File: src/design/dmra_pkg.sv
`timescale 1ns / 1ps
package dmra_pkg;

  localparam int RES_BITS = 30;
  localparam int EXP_BITS = 63;
  localparam int INT_BITS = 64;
  localparam int CNT_BITS = 7;
  localparam int IT_BITS  = 6;

  localparam logic [RES_BITS-1:0] MOD0_RESET = 30'd1000000007;
  localparam logic [RES_BITS-1:0] MOD1_RESET = 30'd1000000009;
  localparam logic [RES_BITS-1:0] MOD_MIN    = 30'd2;

  // operation codes
  localparam logic [2:0] K_CONV = 3'd0;
  localparam logic [2:0] K_ADD  = 3'd1;
  localparam logic [2:0] K_SUB  = 3'd2;
  localparam logic [2:0] K_MUL  = 3'd3;
  localparam logic [2:0] K_POW  = 3'd4;
  localparam logic [2:0] K_INV  = 3'd5;
  localparam logic [2:0] K_LT   = 3'd6;
  localparam logic [2:0] K_EQ   = 3'd7;

  // datapath phases: pick operand sources on start and destination on writeback
  localparam logic [2:0] PH_RA   = 3'd0;  // reduce a
  localparam logic [2:0] PH_RB   = 3'd1;  // reduce b
  localparam logic [2:0] PH_CONV = 3'd2;  // reduce integer magnitude
  localparam logic [2:0] PH_MUL  = 3'd3;  // a * b
  localparam logic [2:0] PH_SQ   = 3'd4;  // p * p
  localparam logic [2:0] PH_ML   = 3'd5;  // p * a, kept when exponent bit set

  localparam logic [0:0] REG_MOD0 = 1'b0;

  typedef struct packed {
    logic       capture;
    logic       start;
    logic       step;
    logic       wb;
    logic [2:0] ph;
    logic [2:0] kind;
  } lane_cmd_t;

endpackage

File: src/design/dmra_lane.sv
`timescale 1ns / 1ps
module dmra_lane import dmra_pkg::*; (
  input  logic                clk_i,
  input  logic                rst_ni,
  input  lane_cmd_t           cmd_i,
  input  logic [RES_BITS-1:0] mod_i,
  input  logic [RES_BITS-1:0] a_i,
  input  logic [RES_BITS-1:0] b_i,
  input  logic [INT_BITS-1:0] int_i,
  input  logic [EXP_BITS-1:0] exp_i,
  output logic [RES_BITS-1:0] res_o,
  output logic                lt_o,
  output logic                eq_o
);

  localparam int PAD = INT_BITS - RES_BITS;
  localparam int EPAD = EXP_BITS - RES_BITS;

  logic [RES_BITS-1:0] a_q, b_q, p_q, mc_q, acc_q;
  logic [RES_BITS-1:0] mc_d, acc_d, conv_r;
  logic [INT_BITS-1:0] sh_q, mag_q, sh_d;
  logic [EXP_BITS-1:0] e_q;
  logic                neg_q;
  logic [RES_BITS:0]   t, t2, u, u2, s, s2;

  // interleaved modular multiply: acc = 2*acc + bit*mc (mod m), msb first
  always_comb begin
    t  = {acc_q, 1'b0};
    t2 = (t >= {1'b0, mod_i}) ? t - {1'b0, mod_i} : t;
    u  = t2 + (sh_q[INT_BITS-1] ? {1'b0, mc_q} : '0);
    u2 = (u >= {1'b0, mod_i}) ? u - {1'b0, mod_i} : u;
    acc_d = u2[RES_BITS-1:0];
  end

  always_comb begin
    sh_d = {a_q, {PAD{1'b0}}};
    mc_d = RES_BITS'(1);
    case (cmd_i.ph)
      PH_RA:   begin sh_d = {a_q, {PAD{1'b0}}}; mc_d = RES_BITS'(1); end
      PH_RB:   begin sh_d = {b_q, {PAD{1'b0}}}; mc_d = RES_BITS'(1); end
      PH_CONV: begin sh_d = mag_q; mc_d = RES_BITS'(1); end
      PH_MUL:  begin sh_d = {b_q, {PAD{1'b0}}}; mc_d = a_q; end
      PH_SQ:   begin sh_d = {p_q, {PAD{1'b0}}}; mc_d = p_q; end
      PH_ML:   begin sh_d = {p_q, {PAD{1'b0}}}; mc_d = a_q; end
      default: begin sh_d = {a_q, {PAD{1'b0}}}; mc_d = RES_BITS'(1); end
    endcase
  end

  assign conv_r = (neg_q && acc_q != '0) ? mod_i - acc_q : acc_q;

  always_ff @(posedge clk_i or negedge rst_ni) begin
    if (!rst_ni) begin
      neg_q <= 1'b0;
    end else if (cmd_i.capture) begin
      neg_q <= int_i[INT_BITS-1];
    end
  end

  always_ff @(posedge clk_i) begin
    if (cmd_i.capture) begin
      a_q   <= a_i;
      b_q   <= b_i;
      p_q   <= RES_BITS'(1);
      mag_q <= int_i[INT_BITS-1] ? (~int_i + INT_BITS'(1)) : int_i;
      if (cmd_i.kind == K_INV) begin
        e_q <= {mod_i - MOD_MIN, {EPAD{1'b0}}};
      end else begin
        e_q <= exp_i;
      end
    end
    if (cmd_i.start) begin
      sh_q  <= sh_d;
      mc_q  <= mc_d;
      acc_q <= '0;
    end
    if (cmd_i.step) begin
      acc_q <= acc_d;
      sh_q  <= {sh_q[INT_BITS-2:0], 1'b0};
    end
    if (cmd_i.wb) begin
      case (cmd_i.ph)
        PH_RA:   a_q <= acc_q;
        PH_RB:   b_q <= acc_q;
        PH_CONV: p_q <= conv_r;
        PH_MUL:  p_q <= acc_q;
        PH_SQ:   p_q <= acc_q;
        PH_ML: begin
          if (e_q[EXP_BITS-1]) p_q <= acc_q;
          e_q <= {e_q[EXP_BITS-2:0], 1'b0};
        end
        default: ;
      endcase
    end
  end

  always_comb begin
    s  = {1'b0, a_q} + {1'b0, b_q};
    s2 = (a_q >= b_q) ? {1'b0, a_q - b_q} : {1'b0, a_q} + {1'b0, mod_i} - {1'b0, b_q};
    case (cmd_i.kind)
      K_CONV, K_MUL, K_POW: res_o = p_q;
      K_ADD: res_o = (s >= {1'b0, mod_i}) ? RES_BITS'(s - {1'b0, mod_i}) : s[RES_BITS-1:0];
      K_SUB: res_o = s2[RES_BITS-1:0];
      K_INV: res_o = (a_q == '0) ? '0 : p_q;
      default: res_o = '0;
    endcase
  end

  assign lt_o = a_q < b_q;
  assign eq_o = a_q == b_q;

endmodule

File: src/design/dmra_ctrl.sv
`timescale 1ns / 1ps
module dmra_ctrl import dmra_pkg::*; (
  input  logic       clk_i,
  input  logic       rst_ni,
  input  logic       in_valid_i,
  input  logic [2:0] kind_i,
  input  logic       out_free_i,
  output logic       in_ready_o,
  output logic       out_load_o,
  output lane_cmd_t  cmd_o
);

  localparam logic [2:0] S_IDLE  = 3'd0;
  localparam logic [2:0] S_START = 3'd1;
  localparam logic [2:0] S_STEP  = 3'd2;
  localparam logic [2:0] S_WB    = 3'd3;
  localparam logic [2:0] S_FIN   = 3'd4;

  logic [2:0]          state_q, state_d, ph_q, ph_d, kind_q;
  logic [CNT_BITS-1:0] cnt_q, cnt_d;
  logic [IT_BITS-1:0]  it_q, it_d;

  assign in_ready_o = state_q == S_IDLE;
  assign out_load_o = state_q == S_FIN && out_free_i;

  always_comb begin
    state_d = state_q;
    ph_d    = ph_q;
    cnt_d   = cnt_q;
    it_d    = it_q;
    cmd_o   = '0;
    cmd_o.ph   = ph_q;
    cmd_o.kind = (state_q == S_IDLE) ? kind_i : kind_q;
    case (state_q)
      S_IDLE: begin
        if (in_valid_i) begin
          cmd_o.capture = 1'b1;
          ph_d    = PH_RA;
          state_d = S_START;
        end
      end
      S_START: begin
        cmd_o.start = 1'b1;
        cnt_d   = (ph_q == PH_CONV) ? CNT_BITS'(INT_BITS - 1) : CNT_BITS'(RES_BITS - 1);
        state_d = S_STEP;
      end
      S_STEP: begin
        cmd_o.step = 1'b1;
        if (cnt_q == '0) state_d = S_WB;
        else cnt_d = cnt_q - 1'b1;
      end
      S_WB: begin
        cmd_o.wb = 1'b1;
        state_d  = S_START;
        case (ph_q)
          PH_RA: ph_d = PH_RB;
          PH_RB: begin
            case (kind_q)
              K_CONV: ph_d = PH_CONV;
              K_MUL:  ph_d = PH_MUL;
              K_POW: begin
                ph_d = PH_SQ;
                it_d = IT_BITS'(EXP_BITS - 1);
              end
              K_INV: begin
                ph_d = PH_SQ;
                it_d = IT_BITS'(RES_BITS - 1);
              end
              default: state_d = S_FIN;
            endcase
          end
          PH_SQ: ph_d = PH_ML;
          PH_ML: begin
            if (it_q == '0) state_d = S_FIN;
            else begin
              it_d = it_q - 1'b1;
              ph_d = PH_SQ;
            end
          end
          default: state_d = S_FIN;
        endcase
      end
      S_FIN: begin
        if (out_free_i) state_d = S_IDLE;
      end
      default: state_d = S_IDLE;
    endcase
  end

  always_ff @(posedge clk_i or negedge rst_ni) begin
    if (!rst_ni) begin
      state_q <= S_IDLE;
      ph_q    <= PH_RA;
      cnt_q   <= '0;
      it_q    <= '0;
      kind_q  <= K_CONV;
    end else begin
      state_q <= state_d;
      ph_q    <= ph_d;
      cnt_q   <= cnt_d;
      it_q    <= it_d;
      if (state_q == S_IDLE && in_valid_i) kind_q <= kind_i;
    end
  end

endmodule

File: src/design/dual_modulus_residue_alu_core.sv
`timescale 1ns / 1ps
// Each item runs as phases: add/sub/compare take two operand reductions plus a finish
// state; mul adds a multiply, convert an integer reduction, inverse 30 square-and-multiply
// rounds, and power 63 rounds.
// One item at a time: the next transfer is accepted in the cycle after the result loads.
// Each lane works through a bit-serial modular multiplier. The result register frees input.
// Reset (async, active low) clears control and restores the default moduli.
module dual_modulus_residue_alu_core import dmra_pkg::*; (
  input  logic                clk_i,
  input  logic                rst_ni,
  input  logic                in_valid_i,
  output logic                in_ready_o,
  input  logic [2:0]          kind_i,
  input  logic [RES_BITS-1:0] a_res0_i,
  input  logic [RES_BITS-1:0] a_res1_i,
  input  logic [RES_BITS-1:0] b_res0_i,
  input  logic [RES_BITS-1:0] b_res1_i,
  input  logic [INT_BITS-1:0] int_value_i,
  input  logic [EXP_BITS-1:0] exponent_i,
  output logic                out_valid_o,
  input  logic                out_ready_i,
  output logic [RES_BITS-1:0] res0_o,
  output logic [RES_BITS-1:0] res1_o,
  output logic                flag_o,
  input  logic                psel,
  input  logic                penable,
  input  logic                pwrite,
  input  logic [2:0]          paddr,
  input  logic [31:0]         pwdata,
  output logic [31:0]         prdata,
  output logic                pready
);

  logic [RES_BITS-1:0] mod0_q, mod1_q, m0, m1, r0, r1;
  logic                lt0, lt1, eq0, eq1, out_load, flag_d;
  logic [RES_BITS-1:0] res0_q, res1_q;
  logic                flag_q, out_valid_q;
  lane_cmd_t           cmd;

  assign pready = 1'b1;
  assign prdata = {{(32-RES_BITS){1'b0}}, (paddr[2] == REG_MOD0) ? mod0_q : mod1_q};

  always_ff @(posedge clk_i or negedge rst_ni) begin
    if (!rst_ni) begin
      mod0_q <= MOD0_RESET;
      mod1_q <= MOD1_RESET;
    end else if (psel && penable && pwrite) begin
      if (paddr[2] == REG_MOD0) mod0_q <= pwdata[RES_BITS-1:0];
      else mod1_q <= pwdata[RES_BITS-1:0];
    end
  end

  assign m0 = (mod0_q < MOD_MIN) ? MOD_MIN : mod0_q;
  assign m1 = (mod1_q < MOD_MIN) ? MOD_MIN : mod1_q;

  dmra_ctrl u_ctrl (
    .clk_i      (clk_i),
    .rst_ni     (rst_ni),
    .in_valid_i (in_valid_i),
    .kind_i     (kind_i),
    .out_free_i (!out_valid_q || out_ready_i),
    .in_ready_o (in_ready_o),
    .out_load_o (out_load),
    .cmd_o      (cmd)
  );

  dmra_lane u_lane0 (
    .clk_i  (clk_i),
    .rst_ni (rst_ni),
    .cmd_i  (cmd),
    .mod_i  (m0),
    .a_i    (a_res0_i),
    .b_i    (b_res0_i),
    .int_i  (int_value_i),
    .exp_i  (exponent_i),
    .res_o  (r0),
    .lt_o   (lt0),
    .eq_o   (eq0)
  );

  dmra_lane u_lane1 (
    .clk_i  (clk_i),
    .rst_ni (rst_ni),
    .cmd_i  (cmd),
    .mod_i  (m1),
    .a_i    (a_res1_i),
    .b_i    (b_res1_i),
    .int_i  (int_value_i),
    .exp_i  (exponent_i),
    .res_o  (r1),
    .lt_o   (lt1),
    .eq_o   (eq1)
  );

  // lane 0 decides the ordering unless it ties
  always_comb begin
    case (cmd.kind)
      K_LT:    flag_d = eq0 ? lt1 : lt0;
      K_EQ:    flag_d = eq0 && eq1;
      default: flag_d = 1'b0;
    endcase
  end

  always_ff @(posedge clk_i or negedge rst_ni) begin
    if (!rst_ni) begin
      out_valid_q <= 1'b0;
    end else if (out_load) begin
      out_valid_q <= 1'b1;
    end else if (out_ready_i) begin
      out_valid_q <= 1'b0;
    end
  end

  always_ff @(posedge clk_i) begin
    if (out_load) begin
      res0_q <= r0;
      res1_q <= r1;
      flag_q <= flag_d;
    end
  end

  assign out_valid_o = out_valid_q;
  assign res0_o      = res0_q;
  assign res1_o      = res1_q;
  assign flag_o      = flag_q;

  a_no_overlap: assert property (@(posedge clk_i) disable iff (!rst_ni)
    in_valid_i && in_ready_o |=> !in_ready_o)
    else $error("second item taken while one is in work");

  a_flag_zero_res: assert property (@(posedge clk_i) disable iff (!rst_ni)
    out_valid_o && flag_o |-> res0_o == '0 && res1_o == '0)
    else $error("comparison result carries residues");

endmodule

File: config.mk
export PLATFORM = sky130hd
export DESIGN_NAME = dual_modulus_residue_alu_core
export DESIGN_NICKNAME = d
export VERILOG_FILES = /design/src/design/dmra_pkg.sv /design/src/design/dmra_lane.sv /design/src/design/dmra_ctrl.sv /design/src/design/dual_modulus_residue_alu_core.sv
export SDC_FILE = /design/constraint.sdc
export NUM_CORES = 2
export LEC_CHECK = 0
export BUFFER_PORTS_ARGS = -buffer_cell sky130_fd_sc_hd__buf_2
export CORE_MARGIN = 2
export CORE_UTILIZATION = 40
export DETAILED_ROUTE_END_ITERATION = 10
export SLEW_MARGIN = 20
export SYNTH_ARGS = -nofsm -noshare
export SYNTH_HDL_FRONTEND = slang
export SYNTH_HIERARCHICAL = 1
export SYNTH_SLANG_ARGS = --single-unit
File: constraint.sdc
create_clock -name clk_i -period 9.5 [get_ports clk_i]
set_input_delay 0.475 -clock clk_i [delete_from_list [all_inputs] [get_ports clk_i]]
set_output_delay 0.475 -clock clk_i [all_outputs]
set_load 0.01 [all_outputs]
==> metrics <==
status finished, final reports clean; Avg Vias per Cell 6.04; HPWL after DPL 217000 um; post-synthesis cell type count 107; number of synthesized flops with an enable pin 435; initial antenna violation count 47; Placer Congestion 1.03; clk sinks 828; reg2reg path depth 35; synth warn 6; Yosys reg bits 828; Critical Setup Path Class register to register; clk_lat worst skew 0.77 ns; initial core utilization 40.2%; Slew Viols, Final 0; WHS Path Cells 3; DRT Pass-1 Iters 7; share of cells above drive strength 1 11.7%; Synth area leaders edfxtp_1 (19%), dfxtp_1 (9.2%), ha_1 (9.1%); slowest CP cell or4_1; CTS root buffer clkbuf_16; relative max-transition margin 24.0%; Total Routing Usage GR 31.2%; final worst-path cycle share 96.6%; fin cells 10500; Placed Cells incl. Taps 10200; DRC violations left 0; Mapped Area 0.0671 sq mm; final WL 276000 um; hold path start a_res0_i[5]; r2r setup slk 0.32 ns; worst min-delay path class input port to register; via count 63100; WL per Instance 26.4 um; Die Wd 414 um; Least-Margin Pin Slew 1.13 ns; commonest non-fill, non-tap cell in the layout nand2_1; Post-DRT Antenna Nets 0; WP data arrival 9.69 ns; CTS tree yes; CP max stage delay 0.55 ns; met1 usage 42.9%; CTS buffer count 99; Core Box Area 0.167 sq mm; port buffer count 380; min cycle time layout 9.18 ns; r2r endpoint u_lane1/acc_q[3]$_SDFFCE_PN0P_; largest net degree at the start of global routing 139; GRT busiest layer met2; max cap viols 0; Synth top area share 19.5%; Mean Syn Cell Area 8.63 sq um; R2R Path Start mod1_q[26]$_DFFE_PN0P_; met2 Resource Use GR 46.9%; Mapped Cells 7783; die area 0.171 sq mm; most frequent cells in the layout nand2_1 (744), o21ai_0 (729), a21oi_1 (516); num rows 150; Worst Setup Start Kind register; CTS Buffer Depth 3; final setup fails 0; first-pass GRT wire length 397000 um; # fillers 16500; GRT Residual Overflow 0; clk slew on worst S/H paths 0.06 ns; Layout area overhead 13.7%; vias in the first global route 58600; Hold EP u_lane0/a_q[5]$_DFF_P_; Layout Nets 8996; initial DRC count 7728; Max Freq 109 MHz; H-tree lvl count 3; Crit. End Element register; Main synth FF type edfxtp_1; met3 Use GR 7.08%; die height 414 um; num ports 388; Clock Skews 0.0538 ns; endpoints failing hold 0; Seq/Total Area, Yosys 31.9%; FFs w/ async S/R, synth 10.3%; worst endpoint required time 10.01 ns; cell type with the largest total area after synthesis edfxtp_1; Crit Path Max Fanout 48
## cells in the mapped netlist, types with 44 or more instances
| master | number |
|---|---|
| nand3_1 | 129 |
| a21o_1 | 151 |
| and2_1 | 81 |
| fa_1 | 72 |
| nand4_1 | 69 |
| a211oi_1 | 58 |
| nor2_1 | 427 |
| ha_1 | 488 |
| clkbuf_1 | 368 |
| a21boi_0 | 74 |
| o31ai_1 | 92 |
| xor2_1 | 127 |
| o21a_1 | 67 |
| a22oi_1 | 62 |
| o211ai_1 | 44 |
| nor4_1 | 77 |
| mux2i_1 | 239 |
| xnor2_1 | 444 |
| a222oi_1 | 68 |
| mux2_1 | 60 |
| inv_1 | 513 |
| edfxtp_1 | 435 |
| a21oi_1 | 518 |
| nor2b_1 | 148 |
| nand2_1 | 745 |
| dfrtp_1 | 54 |
| o21ai_0 | 730 |
| nor3_1 | 113 |
| nand2b_1 | 80 |
| o21bai_1 | 81 |
| dfxtp_1 | 308 |
| a31oi_1 | 121 |
| a22o_1 | 130 |
## cell type report
cell class	instances	area (sq um)	share of cell area, %
Antenna cell	17	42.5	0.0557
Timing Repair Buffer	670	4340	5.69
Clock inverter	50	571	0.748
Multi-Input combinational cell	6029	42500	55.6
Inverter	516	1940	2.55
Clock buffer	138	2820	3.69
Tap cell	2204	2760	3.61
Sequential cell	828	21400	28.0
## cells by family (layout without fill, tap and decap cells)
kind of cell	count (synthesis)	in the layout	synth area share [%]
compound gates	2451	2451	23.6
simple gates	2101	2101	15.3
buf+inv	927	1374	5.24
flops	828	828	31.9
xor+xnor	571	571	7.45
fa+ha+maj	560	560	11.2
mux	343	343	5.31
other cells	2	20	0.0112
## routing by layer
metal  share of wire (%)  wire length [um]
met5                0.12               319
met4                 4.9             13400
met3                 9.4             25800
met2                  43            118000
met1                  43            118000
## what timing repair did
item | CTS | global route
resized for setup | 0 | 14
hold buffers | 69 | 0
buffers inserted | 0 | 5
endpoints found under the setup margin | 0 | 59
hold endpoints to repair | 117 | 0
## flip-flops by register name, indices dropped and copies added (netlist names), 63 cells and up
register	flops
u_lane1/sh_q	64
u_lane0/e_q	63
u_lane1/mag_q	64
u_lane1/e_q	63
u_lane0/sh_q	64
u_lane0/mag_q	64
## worst max path at each step
stage                            from                               to  slack [ns]  depth (start not counted)
6_report       mod1_q[26]$_DFFE_PN0P_   u_lane1/acc_q[3]$_SDFFCE_PN0P_        0.32                         35
5_1_grt         mod0_q[6]$_DFFE_PN0P_  u_lane0/acc_q[25]$_SDFFCE_PN0P_       -0.04                         40
3_5_place_dp   mod1_q[26]$_DFFE_PN0P_  u_lane1/acc_q[28]$_SDFFCE_PN0P_        0.26                         36
3_3_place_gp   mod1_q[26]$_DFFE_PN0P_  u_lane1/acc_q[28]$_SDFFCE_PN0P_        0.26                         36
4_1_cts        mod1_q[26]$_DFFE_PN0P_   u_lane1/acc_q[3]$_SDFFCE_PN0P_        0.21                         36
2_1_floorplan  mod0_q[22]$_DFFE_PN0P_  u_lane0/acc_q[18]$_SDFFCE_PN0P_        0.10                         39
## critical path: cells and delay by family (launching register included)
kind | cells | cell delay [ns]
AOI/OAI and AO/OA | 12 | 3.38
xor gates and xnor gates | 1 | 0.17
adders and majority gates | 3 | 0.97
buffers and inverters | 6 | 0.85
DFF | 1 | 0.39
muxes | 1 | 0.30
and+or+nand+nor | 12 | 2.81
## stage by stage
stage          worst slack [ns]  hold WS [ns]  util (%)  area (sq um)  TNS (ns)
3_5_place_dp              0.261         0.431      43.1         72100         0
3_3_place_gp              0.262         0.425      43.1         72100         0
5_1_grt                 -0.0435        0.0105      45.7         76300    -0.125
4_1_cts                   0.206   0.000000389      45.6         76200         0
6_report                  0.319        0.0380      45.7         76300         0
2_1_floorplan             0.102         0.179         -         67100         0
Power is left out: the tool's default activity adds up to more than one toggle a clock period on the data nets, which glitch-free logic cannot reach.
